File: src/design/sfp_pkg.sv
package sfp_pkg;

   localparam int QUEUE_DEPTH = 4;

   localparam int CSR_INDEX_W = 8;
   typedef logic [CSR_INDEX_W-1:0] csr_index_type;

   // Configuration register indexes
   localparam csr_index_type CSR_SYNC_BYTE  = 8'd0;
   localparam csr_index_type CSR_FRAME_TYPE = 8'd1;

   localparam logic [7:0]  SYNC_RESET = 8'd170;
   localparam logic [7:0]  TYPE_RESET = 8'd1;
   localparam logic [15:0] HEADER_LEN = 16'd5;

   // One result to be finished by the back end
   typedef struct packed {
      logic [7:0]  channel;
      logic [15:0] sequence_num;
      logic [15:0] value;
      logic [14:0] index;
      logic        last;
      logic        empty;
   } item_type;

endpackage

File: src/design/sfp_front.sv
module sfp_front
   import sfp_pkg::*;
(
   input  logic                clock,
   input  logic                reset,
   input  logic                req_valid,
   output logic                req_ready,
   input  logic [7:0]          req_data_byte,
   input  logic                csr_valid,
   input  csr_index_type       csr_index,
   input  logic [7:0]          csr_data,
   input  logic                queue_full,
   output logic                push,
   output item_type            push_item
);

   localparam logic [3:0] PH_HUNT   = 4'd0;
   localparam logic [3:0] PH_TYPE   = 4'd1;
   localparam logic [3:0] PH_LEN_HI = 4'd2;
   localparam logic [3:0] PH_LEN_LO = 4'd3;
   localparam logic [3:0] PH_SKIP   = 4'd4;
   localparam logic [3:0] PH_CHAN   = 4'd5;
   localparam logic [3:0] PH_SEQ_HI = 4'd6;
   localparam logic [3:0] PH_SEQ_LO = 4'd7;
   localparam logic [3:0] PH_CNT_HI = 4'd8;
   localparam logic [3:0] PH_CNT_LO = 4'd9;
   localparam logic [3:0] PH_SMP_HI = 4'd10;
   localparam logic [3:0] PH_SMP_LO = 4'd11;

   logic [3:0]  phase_ff, phase_in;
   logic [7:0]  sync_ff, sync_in;
   logic [7:0]  dtype_ff, dtype_in;
   logic [7:0]  kind_ff, kind_in;
   logic [15:0] length_ff, length_in;
   logic [15:0] left_ff, left_in;
   logic [7:0]  chan_ff, chan_in;
   logic [15:0] seq_ff, seq_in;
   logic [15:0] count_ff, count_in;
   logic [14:0] pos_ff, pos_in;
   logic [7:0]  high_ff, high_in;

   logic        accept;
   logic [15:0] word;
   logic [17:0] expect_len;
   logic [15:0] remain;
   logic [15:0] pos_next;
   logic        last_smp;

   assign req_ready  = !queue_full;
   assign accept     = req_valid && req_ready;
   assign word       = {high_ff, req_data_byte};
   assign expect_len = 18'(HEADER_LEN) + {1'b0, word, 1'b0};
   assign remain     = length_ff - HEADER_LEN;
   assign pos_next   = {1'b0, pos_ff} + 16'd1;
   assign last_smp   = pos_next >= count_ff;

   always_comb begin
      sync_in  = sync_ff;
      dtype_in = dtype_ff;
      if (csr_valid) begin
         if (csr_index == CSR_SYNC_BYTE) begin
            sync_in = csr_data;
         end else if (csr_index == CSR_FRAME_TYPE) begin
            dtype_in = csr_data;
         end
      end
   end

   always_comb begin
      phase_in  = phase_ff;
      kind_in   = kind_ff;
      length_in = length_ff;
      left_in   = left_ff;
      chan_in   = chan_ff;
      seq_in    = seq_ff;
      count_in  = count_ff;
      pos_in    = pos_ff;
      high_in   = high_ff;
      push      = 1'b0;
      push_item.channel      = chan_ff;
      push_item.sequence_num = seq_ff;
      push_item.value        = word;
      push_item.index        = pos_ff;
      push_item.last         = last_smp;
      push_item.empty        = 1'b0;
      if (accept) begin
         unique case (phase_ff)
            PH_HUNT: begin
               if (req_data_byte == sync_ff) begin
                  phase_in = PH_TYPE;
               end
            end
            PH_TYPE: begin
               kind_in  = req_data_byte;
               phase_in = PH_LEN_HI;
            end
            PH_LEN_HI: begin
               high_in  = req_data_byte;
               phase_in = PH_LEN_LO;
            end
            PH_LEN_LO: begin
               length_in = word;
               if (kind_ff != dtype_ff || word < HEADER_LEN) begin
                  // skip the whole payload of a foreign or short frame
                  left_in  = word;
                  phase_in = (word == 16'd0) ? PH_HUNT : PH_SKIP;
               end else begin
                  phase_in = PH_CHAN;
               end
            end
            PH_SKIP: begin
               left_in = left_ff - 16'd1;
               if (left_ff == 16'd1) begin
                  phase_in = PH_HUNT;
               end
            end
            PH_CHAN: begin
               chan_in  = req_data_byte;
               phase_in = PH_SEQ_HI;
            end
            PH_SEQ_HI: begin
               high_in  = req_data_byte;
               phase_in = PH_SEQ_LO;
            end
            PH_SEQ_LO: begin
               seq_in   = word;
               phase_in = PH_CNT_HI;
            end
            PH_CNT_HI: begin
               high_in  = req_data_byte;
               phase_in = PH_CNT_LO;
            end
            PH_CNT_LO: begin
               count_in = word;
               if (expect_len != {2'b00, length_ff}) begin
                  left_in  = remain;
                  phase_in = (remain == 16'd0) ? PH_HUNT : PH_SKIP;
               end else if (word == 16'd0) begin
                  // empty frame: one marker beat
                  push                = 1'b1;
                  push_item.value     = 16'd0;
                  push_item.index     = 15'd0;
                  push_item.last      = 1'b1;
                  push_item.empty     = 1'b1;
                  phase_in            = PH_HUNT;
               end else begin
                  pos_in   = 15'd0;
                  phase_in = PH_SMP_HI;
               end
            end
            PH_SMP_HI: begin
               high_in  = req_data_byte;
               phase_in = PH_SMP_LO;
            end
            PH_SMP_LO: begin
               push     = 1'b1;
               pos_in   = pos_next[14:0];
               phase_in = last_smp ? PH_HUNT : PH_SMP_HI;
            end
            default: begin
               phase_in = PH_HUNT;
            end
         endcase
      end
   end

   always_ff @(posedge clock) begin
      if (reset) begin
         phase_ff  <= PH_HUNT;
         sync_ff   <= SYNC_RESET;
         dtype_ff  <= TYPE_RESET;
         kind_ff   <= 8'd0;
         length_ff <= 16'd0;
         left_ff   <= 16'd0;
         chan_ff   <= 8'd0;
         seq_ff    <= 16'd0;
         count_ff  <= 16'd0;
         pos_ff    <= 15'd0;
         high_ff   <= 8'd0;
      end else begin
         phase_ff  <= phase_in;
         sync_ff   <= sync_in;
         dtype_ff  <= dtype_in;
         kind_ff   <= kind_in;
         length_ff <= length_in;
         left_ff   <= left_in;
         chan_ff   <= chan_in;
         seq_ff    <= seq_in;
         count_ff  <= count_in;
         pos_ff    <= pos_in;
         high_ff   <= high_in;
      end
   end

endmodule

File: src/design/sfp_queue.sv
module sfp_queue
   import sfp_pkg::*;
#(
   parameter int Depth = QUEUE_DEPTH
)
(
   input  logic     clock,
   input  logic     reset,
   input  logic     push,
   input  item_type push_item,
   output logic     full,
   input  logic     pop,
   output logic     head_valid,
   output item_type head_item
);

   localparam int PtrW = (Depth > 1) ? $clog2(Depth) : 1;
   localparam int CntW = $clog2(Depth + 1);
   localparam logic [PtrW-1:0] LastPtr = PtrW'(Depth - 1);
   localparam logic [CntW-1:0] FullCnt = CntW'(Depth);

   item_type        slots_ff [Depth];
   logic [PtrW-1:0] wr_ptr_ff, wr_ptr_in;
   logic [PtrW-1:0] rd_ptr_ff, rd_ptr_in;
   logic [CntW-1:0] count_ff, count_in;
   logic            do_pop;

   assign full       = (count_ff == FullCnt);
   assign head_valid = (count_ff != '0);
   assign head_item  = slots_ff[rd_ptr_ff];
   assign do_pop     = pop && head_valid;

   always_comb begin
      wr_ptr_in = wr_ptr_ff;
      rd_ptr_in = rd_ptr_ff;
      count_in  = count_ff;
      if (push) begin
         wr_ptr_in = (wr_ptr_ff == LastPtr) ? '0 : wr_ptr_ff + 1'b1;
      end
      if (do_pop) begin
         rd_ptr_in = (rd_ptr_ff == LastPtr) ? '0 : rd_ptr_ff + 1'b1;
      end
      if (push && !do_pop) begin
         count_in = count_ff + 1'b1;
      end else if (do_pop && !push) begin
         count_in = count_ff - 1'b1;
      end
   end

   always_ff @(posedge clock) begin
      if (push) begin
         slots_ff[wr_ptr_ff] <= push_item;
      end
   end

   always_ff @(posedge clock) begin
      if (reset) begin
         wr_ptr_ff <= '0;
         rd_ptr_ff <= '0;
         count_ff  <= '0;
      end else begin
         wr_ptr_ff <= wr_ptr_in;
         rd_ptr_ff <= rd_ptr_in;
         count_ff  <= count_in;
      end
   end

endmodule

File: src/design/sfp_back.sv
module sfp_back
   import sfp_pkg::*;
(
   input  logic        clock,
   input  logic        reset,
   input  logic        head_valid,
   input  item_type    head_item,
   output logic        pop,
   output logic        rsp_valid,
   input  logic        rsp_ready,
   output logic [7:0]  rsp_channel,
   output logic [15:0] rsp_sequence_res,
   output logic [15:0] rsp_sample_value,
   output logic [14:0] rsp_sample_index,
   output logic        rsp_frame_end,
   output logic        rsp_no_samples,
   output logic [31:0] rsp_drop_total
);

   logic        out_valid_ff, out_valid_in;
   item_type    out_item_ff;
   logic [31:0] out_drop_ff;
   logic        seen_ff, seen_in;
   logic [15:0] last_seq_ff, last_seq_in;
   logic [31:0] drop_ff, drop_in;

   logic [15:0] expected;
   logic [15:0] gap;
   logic [32:0] sum;
   logic [31:0] drop_closed;

   assign pop      = head_valid && (!out_valid_ff || rsp_ready);
   assign expected = last_seq_ff + 16'd1;
   assign gap      = head_item.sequence_num - expected;
   assign sum      = {1'b0, drop_ff} + {17'd0, gap};
   // saturate the drop total at all ones
   assign drop_closed = !seen_ff ? drop_ff : (sum[32] ? '1 : sum[31:0]);

   always_comb begin
      out_valid_in = out_valid_ff && !rsp_ready;
      seen_in      = seen_ff;
      last_seq_in  = last_seq_ff;
      drop_in      = drop_ff;
      if (pop) begin
         out_valid_in = 1'b1;
         if (head_item.last) begin
            seen_in     = 1'b1;
            last_seq_in = head_item.sequence_num;
            drop_in     = drop_closed;
         end
      end
   end

   always_ff @(posedge clock) begin
      if (pop) begin
         out_item_ff <= head_item;
         out_drop_ff <= drop_in;
      end
   end

   always_ff @(posedge clock) begin
      if (reset) begin
         out_valid_ff <= 1'b0;
         seen_ff      <= 1'b0;
         last_seq_ff  <= 16'd0;
         drop_ff      <= 32'd0;
      end else begin
         out_valid_ff <= out_valid_in;
         seen_ff      <= seen_in;
         last_seq_ff  <= last_seq_in;
         drop_ff      <= drop_in;
      end
   end

   assign rsp_valid        = out_valid_ff;
   assign rsp_channel      = out_item_ff.channel;
   assign rsp_sequence_res = out_item_ff.sequence_num;
   assign rsp_sample_value = out_item_ff.value;
   assign rsp_sample_index = out_item_ff.index;
   assign rsp_frame_end    = out_item_ff.last;
   assign rsp_no_samples   = out_item_ff.empty;
   assign rsp_drop_total   = out_drop_ff;

endmodule

File: src/design/sample_frame_stream_parser_top.sv
// Sample frame stream parser.
// req channel: one stream byte per beat (req_data_byte). Bytes are taken at
// one per clock while the internal queue has room.
// rsp channel: one beat per decoded sample, or one marker beat (no_samples
// set) for a frame with zero samples; frame_end flags a frame's last beat and
// drop_total already includes that frame's sequence-gap update.
// csr channel: csr_index 0 writes the sync byte (reset 0xAA), index 1 the
// data frame type (reset 1); other indexes are ignored. csr_ready is always
// high; write only while the block is idle.
// A result beat passes through the queue and the back end's output register
// to rsp. Throughput: one byte per cycle while the queue has room, set by
// the single-byte parse step of the front end; the back end retires one
// queue entry per cycle while rsp is not stalled.
// A stalled rsp holds its beat; the front keeps taking bytes until the
// queue between front and back fills, then drops req_ready.
// Reset (synchronous) returns to sync hunting, clears the sequence history
// and drop total, empties the queue and restores the register defaults.
module sample_frame_stream_parser_top
   import sfp_pkg::*;
#(
   parameter int QueueDepth = QUEUE_DEPTH
)
(
   input  logic          clock,
   input  logic          reset,
   input  logic          req_valid,
   output logic          req_ready,
   input  logic [7:0]    req_data_byte,
   output logic          rsp_valid,
   input  logic          rsp_ready,
   output logic [7:0]    rsp_channel,
   output logic [15:0]   rsp_sequence_res,
   output logic [15:0]   rsp_sample_value,
   output logic [14:0]   rsp_sample_index,
   output logic          rsp_frame_end,
   output logic          rsp_no_samples,
   output logic [31:0]   rsp_drop_total,
   input  logic          csr_valid,
   output logic          csr_ready,
   input  csr_index_type csr_index,
   input  logic [7:0]    csr_data
);

   logic     push;
   item_type push_item;
   logic     queue_full;
   logic     pop;
   logic     head_valid;
   item_type head_item;

   assign csr_ready = 1'b1;

   sfp_front u_front (
      .clock         (clock),
      .reset         (reset),
      .req_valid     (req_valid),
      .req_ready     (req_ready),
      .req_data_byte (req_data_byte),
      .csr_valid     (csr_valid),
      .csr_index     (csr_index),
      .csr_data      (csr_data),
      .queue_full    (queue_full),
      .push          (push),
      .push_item     (push_item)
   );

   sfp_queue #(
      .Depth (QueueDepth)
   ) u_queue (
      .clock      (clock),
      .reset      (reset),
      .push       (push),
      .push_item  (push_item),
      .full       (queue_full),
      .pop        (pop),
      .head_valid (head_valid),
      .head_item  (head_item)
   );

   sfp_back u_back (
      .clock            (clock),
      .reset            (reset),
      .head_valid       (head_valid),
      .head_item        (head_item),
      .pop              (pop),
      .rsp_valid        (rsp_valid),
      .rsp_ready        (rsp_ready),
      .rsp_channel      (rsp_channel),
      .rsp_sequence_res (rsp_sequence_res),
      .rsp_sample_value (rsp_sample_value),
      .rsp_sample_index (rsp_sample_index),
      .rsp_frame_end    (rsp_frame_end),
      .rsp_no_samples   (rsp_no_samples),
      .rsp_drop_total   (rsp_drop_total)
   );

endmodule

File: config.mk
export PLATFORM = sky130hd
export DESIGN_NAME = sample_frame_stream_parser_top
export DESIGN_NICKNAME = d
export VERILOG_FILES = /design/src/design/sfp_pkg.sv /design/src/design/sfp_front.sv /design/src/design/sfp_queue.sv /design/src/design/sfp_back.sv /design/src/design/sample_frame_stream_parser_top.sv
export SDC_FILE = /design/constraint.sdc
export NUM_CORES = 1
export LEC_CHECK = 0
export BUFFER_PORTS_ARGS = -buffer_cell sky130_fd_sc_hd__buf_4
export CORE_MARGIN = 2
export CORE_UTILIZATION = 50
export CTS_CLUSTER_DIAMETER = 150
export DETAILED_ROUTE_END_ITERATION = 8
export PLACE_DENSITY = 0.78
export SLEW_MARGIN = 20
export SYNTH_ARGS = -nofsm -noshare
export SYNTH_HDL_FRONTEND = slang
export SYNTH_SLANG_ARGS = --single-unit
File: constraint.sdc
create_clock -name clock -period 6.7 [get_ports clock]
set_input_delay 1.34 -clock clock [delete_from_list [all_inputs] [get_ports clock]]
set_output_delay 1.34 -clock clock [all_outputs]
set_load 0.005 [all_outputs]
==> flow_summary.toml, run 1 <==
[setup_path]
slowest_delay_ns = 0.72
end_kind = "flip-flop"
critPathLaunchType = "flip-flop"
cp_slowest_cell = "dfxtp_2"
path_class = "reg -> reg"
required_ns = 7.02
cp_cell_sequence = "mux4_2 > ha_1 > inv_1 > fa_1 > nor2b_1 > o21ai_0 > a21boi_0 > o211ai_1 > a21oi_1 > nor3_1 > o311ai_0 > ha_1 > a21o_1 > a21oi_1 > a21oi_1 > nor2_1 > a21oi_1"
cp_common_cell = "a21oi_1"
path_delay_family = "compound AO/OA/AOI/OAI gates"
cp.buffers_inverters = 1
cp.arrival_ns = 5.89
crit_fanout = 23

[hold_path]
min_path_type = "reg -> reg"

[final_layout]
area_growth_pct = 13.8
ff_latch_area_mm2 = 0.0132
multi_input_area_mm2 = 0.00866
fin_cells = 2590
num_antenna_cells = 0
layout_common_cells = "edfxtp_1 (317), nand2_1 (183), dfxtp_1 (180), buf_4 (135), nor2_1 (133)"
fin_area_mm2 = 0.0256
drive_gt1_frac = 0.154
final_common_cell = "edfxtp_1"
final_util = 0.577
nNetsFinal = 2051
nFillCells = 3550

[placement]
dpl.hpwl_um = 34600
place_area_mm2 = 0.0238
place_inst = 2494
place.gp.congestion = 0.892
post-place-ws_ns = 1.21
portBuffers = 119

[power]
p_seq_frac = 0.524
p_sw_mw = 1.25
combinationalPowerShare = 0.013
p_per_area_mw_per_mm2 = 241
p_total_mw = 6.17
p_leak_nw = 8.98
p_clk_frac = 0.463
swShare = 0.203
p_int_mw = 4.91
ir_drop_mv = 0.223

[yosys]
synth-adder-area-share = 0.0383
synth_top_family_by_area = "simple AND/OR/NAND/NOR gates"
async_flop_share = 0
synthTopCellsByArea = "edfxtp_1 (42%), dfxtp_1 (16%), mux4_2 (5.7%), ha_1 (3.6%), nand2_1 (3.1%)"
yosys.area_share.simple = 0.127
synth_seq_cells = 499
synthMuxAreaShare = 0.0818
syn-cell-area_mm2 = 0.0225
yosysSeqAreaShare = 0.586
synth.distinct_cells = 78
synth_nets = 1980
netlist.area_leader.share = 0.424
synth_compound_area_frac = 0.102
yosysWarnings = 0
synth_edf_count = 317
synth_cells = 1884
ys.flop_type = "edfxtp_1"
synth_xor_xnor_area_share = 0.0351
synth_area_per_cell_um2 = 11.9
yosysTopAreaCell = "edfxtp_1"

[route]
final_antenna_net_count = 0
dr.first_iter.drc_count = 1161
wirelength_um = 53300
dr.pass1.iters = 5
drcViolationCount = 0
routedWlPerCell_um = 20.6
viasPerCell = 5.99
via_count = 15500

[die]
core_area_mm2 = 0.0443
initial_core_util = 0.507
rows = 77
die_h_um = 216
dieArea_mm2 = 0.0466
io_pins = 121
die_x_um = 216

[sta]
rsz0062_at_grt = "no"
fin_ws_ns = 1.13
drv_slew = 0
holdWs_ns = 0.452
max-slew-margin-rel = 0.240
skew_ns = 0.0126
min_period_over_period = 0.832
max_freq_mhz = 179
worst-slew-pin-transition_ns = 1.14
setup_viol_count_final = 0
hold_viol_final = 0
setup_tns_ns = 0
fin_crit_ns = 5.57

[clocking]
clock_path_buffers = 3
post-cts-setup-buffers = 0
cts_sinks = 499
tritoncts = "built"
cts.reportedPaths.clkPinSlew_ns = 0.06
cts_htree_levels = 2
cts_root_buffer = "clkbuf_16"
worst_skew_pair.late_latency_ns = 0.60
holdBufCountCts = 0
cts_inserted_buffers = 51
postCtsResizedCells = 0

[global_routing]
grt_max_degree = 91
grt.total_usage = 0.229
antenna_found_initial = 0
grt_first_pass_wirelength_um = 84100
grt_overflow = 0
grt_pass1_vias = 15400

[job]
cap_violations = 0

[run_status]
status = "finished clean"
cells by family (layout without fill, tap and decap cells):
group / after synthesis / after routing
AO/OA/AOI/OAI: 346 / 346
XOR/XNOR: 90 / 90
adder cells (fa/ha/maj): 67 / 67
buffers and inverters: 175 / 289
flip-flops: 499 / 499
multiplexers: 112 / 112
other: 1 / 1
AND/OR/NAND/NOR: 594 / 594
sequential cells by signal (all words and copies together) (netlist names), 16 cells and up, named ones only:
register                 flops
u_front.seq_ff              16
u_back.last_seq_ff          16
u_back.drop_ff              32
u_front.left_ff             16
u_front.count_ff            16
u_back.rsp_sample_value     16
u_front.length_ff           16
u_queue.slots_ff           228
u_back.rsp_drop_total       32
u_back.rsp_sequence_res     16
worst paths after layout:
check	start	endpoint	slack [ns]	cells past startpoint
setup reg to reg	flip-flop	u_back.rsp_drop_total[9]	1.13	17
setup / recovery	flip-flop	u_back.rsp_drop_total[9]	1.13	17
hold reg to reg	u_back.last_seq_ff[14]	u_back.last_seq_ff[14]	0.45	2
hold / removal	u_back.last_seq_ff[14]	u_back.last_seq_ff[14]	0.45	2
area by class of cell:
cell class / instances / share of cell area
sequential: 499 / 0.515
tap: 592 / 0.0290
clock inverter: 27 / 0.0114
timing repair buffer: 138 / 0.0420
clock buffer: 69 / 0.0557
inverter: 55 / 0.00827
multi-input combinational: 1210 / 0.339
per-layer routing:
layer	wire, µm	part of all wire	up-vias	track usage
li1	-	-	7160	-
met1	22100	0.42	7659	0.299
met5	0	0	-	0
met4	1570	0.030	0	0.0822
met2	26300	0.49	590	0.387
met3	3240	0.061	110	0.0355
Yosys cell counts, drive strengths merged, types with 4 or more instances:
master   count
xnor2       45
o32ai        9
a2111oi      4
o21a        12
a2bb2oi      4
nand2b       7
and4         8
o211ai       4
a211o        4
nand4       16
xor2        45
a31oi       16
buf         26
inv         54
nor2       135
mux4        57
a21o        17
dfxtp      182
or4          6
a21oi      133
clkbuf      94
a311oi       7
and3        11
nor3b        5
mux2i       52
nor4b        5
edfxtp     317
nor3        53
nor4        20
a221oi      10
a211oi      36
nand2      184
o31ai       11
o21ai       40
and2        23
or3         16
nand3       76
o22ai        9
nor2b       18
ha          64
worst register-to-register path, stage by stage (launching register included):
cell	delay (ns)
dfxtp_2	0.72
mux4_2	0.36
ha_1	0.19
inv_1	0.06
fa_1	0.39
nor2b_1	0.13
o21ai_0	0.12
a21boi_0	0.33
o211ai_1	0.17
a21oi_1	0.29
nor3_1	0.12
o311ai_0	0.63
ha_1	0.37
a21o_1	0.16
a21oi_1	0.37
a21oi_1	0.30
nor2_1	0.46
a21oi_1	0.13
power by group through the flow:
| stage | Clock (mW) | Combinational [mW] | Sequential, mW |
|---|---|---|---|
| after floorplan | 0 | 0.0423 | 3.30 |
| after detailed placement | 0 | 0.0772 | 3.30 |
| after global placement | 0 | 0.0754 | 3.30 |
| final | 2.86 | 0.0791 | 3.23 |
| after CTS | 2.91 | 0.0777 | 3.23 |
| after global routing | 3.03 | 0.0833 | 3.23 |
(Power assumes the default switching activity.)
==> run 2, diff against run 1 <==
- clock period: 6.7 -> 5.6 ns (I/O delays scaled with it)
==> run 2 against run 1 <==
Worst hold slack improved by 0.0037 ns; global-route usage decreased by 0.46 points; non-clock buffer count increased by 4; final cell count about the same; fmax increased by 7.8%; first-iteration DRC count increased by 18%; routed wire length decreased by 1.9%; critical path type unchanged; largest power group unchanged.
==> flow_summary.toml, run 2 (same netlist as run 1, synthesis figures left out) <==
[power]
p_seq_frac = 0.525
p_total_mw = 7.36
p_int_mw = 5.86
p_leak_nw = 8.97
ir_drop_mv = 0.284
p_per_area_mw_per_mm2 = 288
p_sw_mw = 1.51
swShare = 0.205
combinationalPowerShare = 0.013
p_clk_frac = 0.462

[global_routing]
antenna_found_initial = 0
grt_overflow = 0
grt_max_degree = 95
grt_pass1_vias = 15300
grt_first_pass_wirelength_um = 83200
grt.total_usage = 0.224

[hold_path]
hold_start = "u_back.last_seq_ff[7]"
min_path_type = "reg -> reg"

[setup_path]
path_delay_family = "compound AO/OA/AOI/OAI gates"
slowest_delay_ns = 0.58
end_kind = "flip-flop"
cp_cell_sequence = "mux4_2 > ha_1 > a21oi_1 > nand2_1 > a31oi_1 > o22ai_1 > o41a_1 > a41oi_1 > xnor2_1 > ha_1 > nand2_1 > o21ai_0 > a21o_1 > a21oi_2 > a211o_1 > nor4b_1 > nor2_1"
cp_slowest_cell = "mux4_2"
cp.arrival_ns = 5.50
path_class = "reg -> reg"
cp.buffers_inverters = 0
required_ns = 5.93
crit_fanout = 10
critPathLaunchType = "flip-flop"

[route]
dr.pass1.iters = 5
wl_met2_um = 26000
final_antenna_net_count = 0
viasPerCell = 5.96
drcViolationCount = 0
wirelength_um = 52300
dr_wl_met3_um = 3390
maxUsedRoutingLayer = "met4"
routedWlPerCell_um = 20.2
dr.first_iter.drc_count = 1372
via_count = 15500
met1_length_um = 21600

[placement]
dpl.hpwl_um = 34300
place_area_mm2 = 0.0239
place_inst = 2498
portBuffers = 119
place.gp.congestion = 0.912
post-place-ws_ns = 0.272

[clocking]
cts_inserted_buffers = 50
holdBufCountCts = 0
tritoncts = "built"
cts.reportedPaths.clkPinSlew_ns = 0.06
clock_path_buffers = 3
cts_root_buffer = "clkbuf_16"
worst_skew_pair.late_latency_ns = 0.61
cts_htree_levels = 2
cts_sinks = 499

[final_layout]
nNetsFinal = 2054
top_register = "u_queue.slots_ff"
layout_common_cells = "edfxtp_1 (317), nand2_1 (183), dfxtp_1 (180), buf_4 (140), nor2_1 (132)"
area_growth_pct = 13.9
fin_area_mm2 = 0.0256
fin_cells = 2592
drive_gt1_frac = 0.156
final_util = 0.577
num_antenna_cells = 0
final_common_cell = "edfxtp_1"
largest_reg_flops = 228

[die]
die_x_um = 216
die_h_um = 216
dieArea_mm2 = 0.0466
rows = 77
io_pins = 121
core_area_mm2 = 0.0443
initial_core_util = 0.507

[job]
cap_violations = 0

[sta]
drv_slew = 0
max-slew-margin-rel = 0.204
setup_tns_ns = 0
skew_ns = 0.0205
rsz0062_at_grt = "no"
worst-slew-pin-transition_ns = 1.18
min_period_over_period = 0.923
max_freq_mhz = 194
holdWs_ns = 0.456
fin_crit_ns = 5.17
fin_ws_ns = 0.433
hold_viol_final = 0
setup_viol_count_final = 0

[run_status]
status = "finished clean"
[run 2: layout make-up]
cell class	count	area [µm²]
clock buffers	66	1360
flip-flops and latches	499	13200
multi-input cells	1210	8690
clock inverters	28	319
well taps	592	741
inverters	55	209
fillers	3516	18700
repair buffers	142	1090
[run 2: power by group through the flow]
stage | sequential, mW | combinational (mW) | clock [mW]
CTS | 3.87 | 0.0942 | 3.45
global placement | 3.95 | 0.0924 | 0
floorplan | 3.95 | 0.0506 | 0
global route | 3.87 | 0.102 | 3.58
detailed placement | 3.95 | 0.0941 | 0
finish | 3.87 | 0.0958 | 3.40
[run 2: repair_timing]
| item | in CTS | in global routing |
|---|---|---|
| setup buffers | 0 | 0 |
| endpoints found under the setup margin | 0 | 32 |
| resized for setup | 0 | 5 |
[run 2: final timing paths]
path         slack (ns)  depth (start not counted)                         to
max                0.43                         17  u_back.rsp_drop_total[27]
max reg2reg        0.43                         17  u_back.rsp_drop_total[27]
min                0.46                          2      u_back.last_seq_ff[7]
min reg2reg        0.46                          2      u_back.last_seq_ff[7]
[run 2: per-layer routing]
layer  track usage  vias to the layer above
li1              -                     7173
met1         0.289                     7638
met2         0.385                      533
met3        0.0412                      111
met4        0.0715                        0
met5             0                        -
[run 2: tightest hold or removal path, cell delays in order (launching register included)]
cell and delay (ns):
dfxtp_1 0.31, nand2_1 0.05, a21oi_1 0.05
==> run 3, diff against run 2 <==
- clock period: 5.6 -> 4.8 ns (I/O delays scaled with it)
==> run 3 against run 2 <==
Combinational power increased by 21%; final cell count increased by 1.8%; clock skew increased by 0.00079 ns; register-to-register slack got worse by 0.29 ns; sequential power increased by 17%; critical path depth unchanged; via count increased by 0.91%.
==> flow_summary.toml, run 3 (same netlist as run 1, synthesis figures left out) <==
[run_status]
status = "finished clean"

[setup_path]
cp.buffers_inverters = 2
path_class = "reg -> reg"
critPathLaunchType = "flip-flop"
slowest_delay_ns = 0.57
path_delay_family = "compound AO/OA/AOI/OAI gates"
cp_cell_sequence = "buf_4 > buf_4 > mux4_2 > ha_1 > a21oi_2 > o22ai_2 > o41a_1 > a41oi_1 > xnor2_1 > ha_1 > a21oi_1 > o21ai_1 > a21o_1 > a21oi_4 > a21oi_1 > nand2b_1 > o22a_1"
reg2reg_slack_ns = 0.14
end_kind = "flip-flop"
cp-endpoint = "u_back.rsp_drop_total[1]"
cp.arrival_ns = 4.99
reg2regPathDepth = 17
required_ns = 5.13
crit_cells = 17
r2r_end = "u_back.rsp_drop_total[1]"
crit_fanout = 7
cp_slowest_cell = "mux4_2"

[power]
p_per_area_mw_per_mm2 = 324
p_leak_nw = 9.18
combinationalPowerShare = 0.014
ir_drop_mv = 0.234
swShare = 0.210
p_sw_mw = 1.77
p_clk_frac = 0.452
p_int_mw = 6.67
p_seq_frac = 0.535

[sta]
fin_crit_ns = 4.66
hold_viol_final = 0
drv_slew = 0
setup_tns_ns = 0
setup_viol_count_final = 0
max-slew-margin-rel = 0.232
skew_ns = 0.0213
max_freq_mhz = 215
worst-slew-pin-transition_ns = 1.15
min_period_over_period = 0.970

[global_routing]
grt_max_degree = 74
grt_pass1_vias = 15500
antenna_found_initial = 0
grt_first_pass_wirelength_um = 84000
grt.total_usage = 0.227
grt_overflow = 0

[route]
dr.pass1.iters = 7
routedWlPerCell_um = 20.2
dr.first_iter.drc_count = 1464
final_antenna_net_count = 0
wirelength_um = 53300
drcViolationCount = 0
viasPerCell = 5.91
via_count = 15600

[final_layout]
drive_gt1_frac = 0.184
area_growth_pct = 15.8
top_register = "u_queue.slots_ff"
nFillCells = 3534
layout_common_cells = "edfxtp_1 (317), nand2_1 (183), buf_4 (182), dfxtp_1 (180), nor2_1 (134)"
num_antenna_cells = 0
final_common_cell = "edfxtp_1"
nNetsFinal = 2100
fin_cells = 2639
largest_reg_flops = 228
final_util = 0.587

[clocking]
tritoncts = "built"
cts_htree_levels = 2
cts_sinks = 499
cts_root_buffer = "clkbuf_16"
cts.reportedPaths.clkPinSlew_ns = 0.06
holdBufCountCts = 0
cts_inserted_buffers = 51
clock_path_buffers = 3
worst_skew_pair.late_latency_ns = 0.60

[placement]
place.gp.congestion = 0.962
portBuffers = 119
place_inst = 2542
dpl.hpwl_um = 35000

[die]
core_area_mm2 = 0.0443
io_pins = 121
rows = 77
dieArea_mm2 = 0.0466
die_x_um = 216
initial_core_util = 0.507
die_h_um = 216

[job]
cap_violations = 0

[hold_path]
min_path_type = "reg -> reg"
## run 3: cell types whose count changed in the layout (fill, tap and decap cells not counted), sizes merged
| cell | delta |
|---|---|
| buf | +45 |
| clkinv | +10 |
| clkbuf | -5 |
| bufinv | -3 |
| clkinvlp | +2 |
| inv | -2 |
## run 3: what timing repair did
item | in CTS | in global routing
endpoints found under the setup margin | 17 | 63
buffers inserted | 0 | 1
gates resized for setup | 3 | 32
pin swaps | 0 | 2
## run 3: metrics by stage
| stage | setup WS, ns | hold WS, ns | total power, mW | area [µm²] |
|---|---|---|---|---|
| final | 0.145 | 0.456 | 8.44 | 26000 |
| after global placement | -0.0349 | 0.443 | 4.72 | 24200 |
| after floorplan | -0.939 | 0.436 | 4.66 | 22500 |
| after CTS | 0.00738 | 0.458 | 8.50 | 25900 |
| after detailed placement | -0.180 | 0.450 | 4.72 | 24200 |
| after global routing | -0.0578 | 0.480 | 8.67 | 26000 |
## run 3: how the worst min path moves through the flow
stage	from	to	slack, ns	cells past startpoint
floorplan	u_back.last_seq_ff[0]	u_back.last_seq_ff[0]	0.44	2
finish	u_front.count_ff[15]	u_front.count_ff[15]	0.46	2
global route	u_back.last_seq_ff[4]	u_back.last_seq_ff[4]	0.48	2
CTS	u_front.count_ff[8]	u_front.count_ff[8]	0.46	2
detailed placement	u_front.count_ff[8]	u_front.count_ff[8]	0.45	2
global placement	u_back.last_seq_ff[7]	u_back.last_seq_ff[7]	0.44	2
## run 3: per-layer routing
metal  track usage  routed length [µm]  vias up
met5             0                   0        -
met4        0.0911                1760        0
met3        0.0324                2940      123
met2         0.380               26000      528
met1         0.298               22600     7678
li1              -                   -     7266
## run 3: worst register-to-register path, stage by stage (launching register included)
cell,delay (ns)
dfxtp_4,0.38
buf_4,0.15
buf_4,0.19
mux4_2,0.57
ha_1,0.39
a21oi_2,0.22
o22ai_2,0.12
o41a_1,0.37
a41oi_1,0.26
xnor2_1,0.18
ha_1,0.28
a21oi_1,0.14
o21ai_1,0.12
a21o_1,0.22
a21oi_4,0.22
a21oi_1,0.12
nand2b_1,0.24
o22a_1,0.27
## run 3: final cells by class
type / count / area [µm²] / share of cell area
flip-flops and latches: 499 / 13200 / 0.506
multi-input cells: 1210 / 8820 / 0.339
repair buffers: 187 / 1460 / 0.0560
clock buffers: 61 / 1340 / 0.0517
well taps: 592 / 741 / 0.0285
clock inverters: 35 / 278 / 0.0107
inverters: 55 / 209 / 0.00803
## run 3: power by group through the flow
stage               clock network, mW  registers, mW  logic (mW)
finish                           3.81           4.51       0.116
detailed placement                  0           4.60       0.113
global route                     4.04           4.51       0.121
floorplan                           0           4.61      0.0591
global placement                    0           4.60       0.112
CTS                              3.88           4.51       0.114
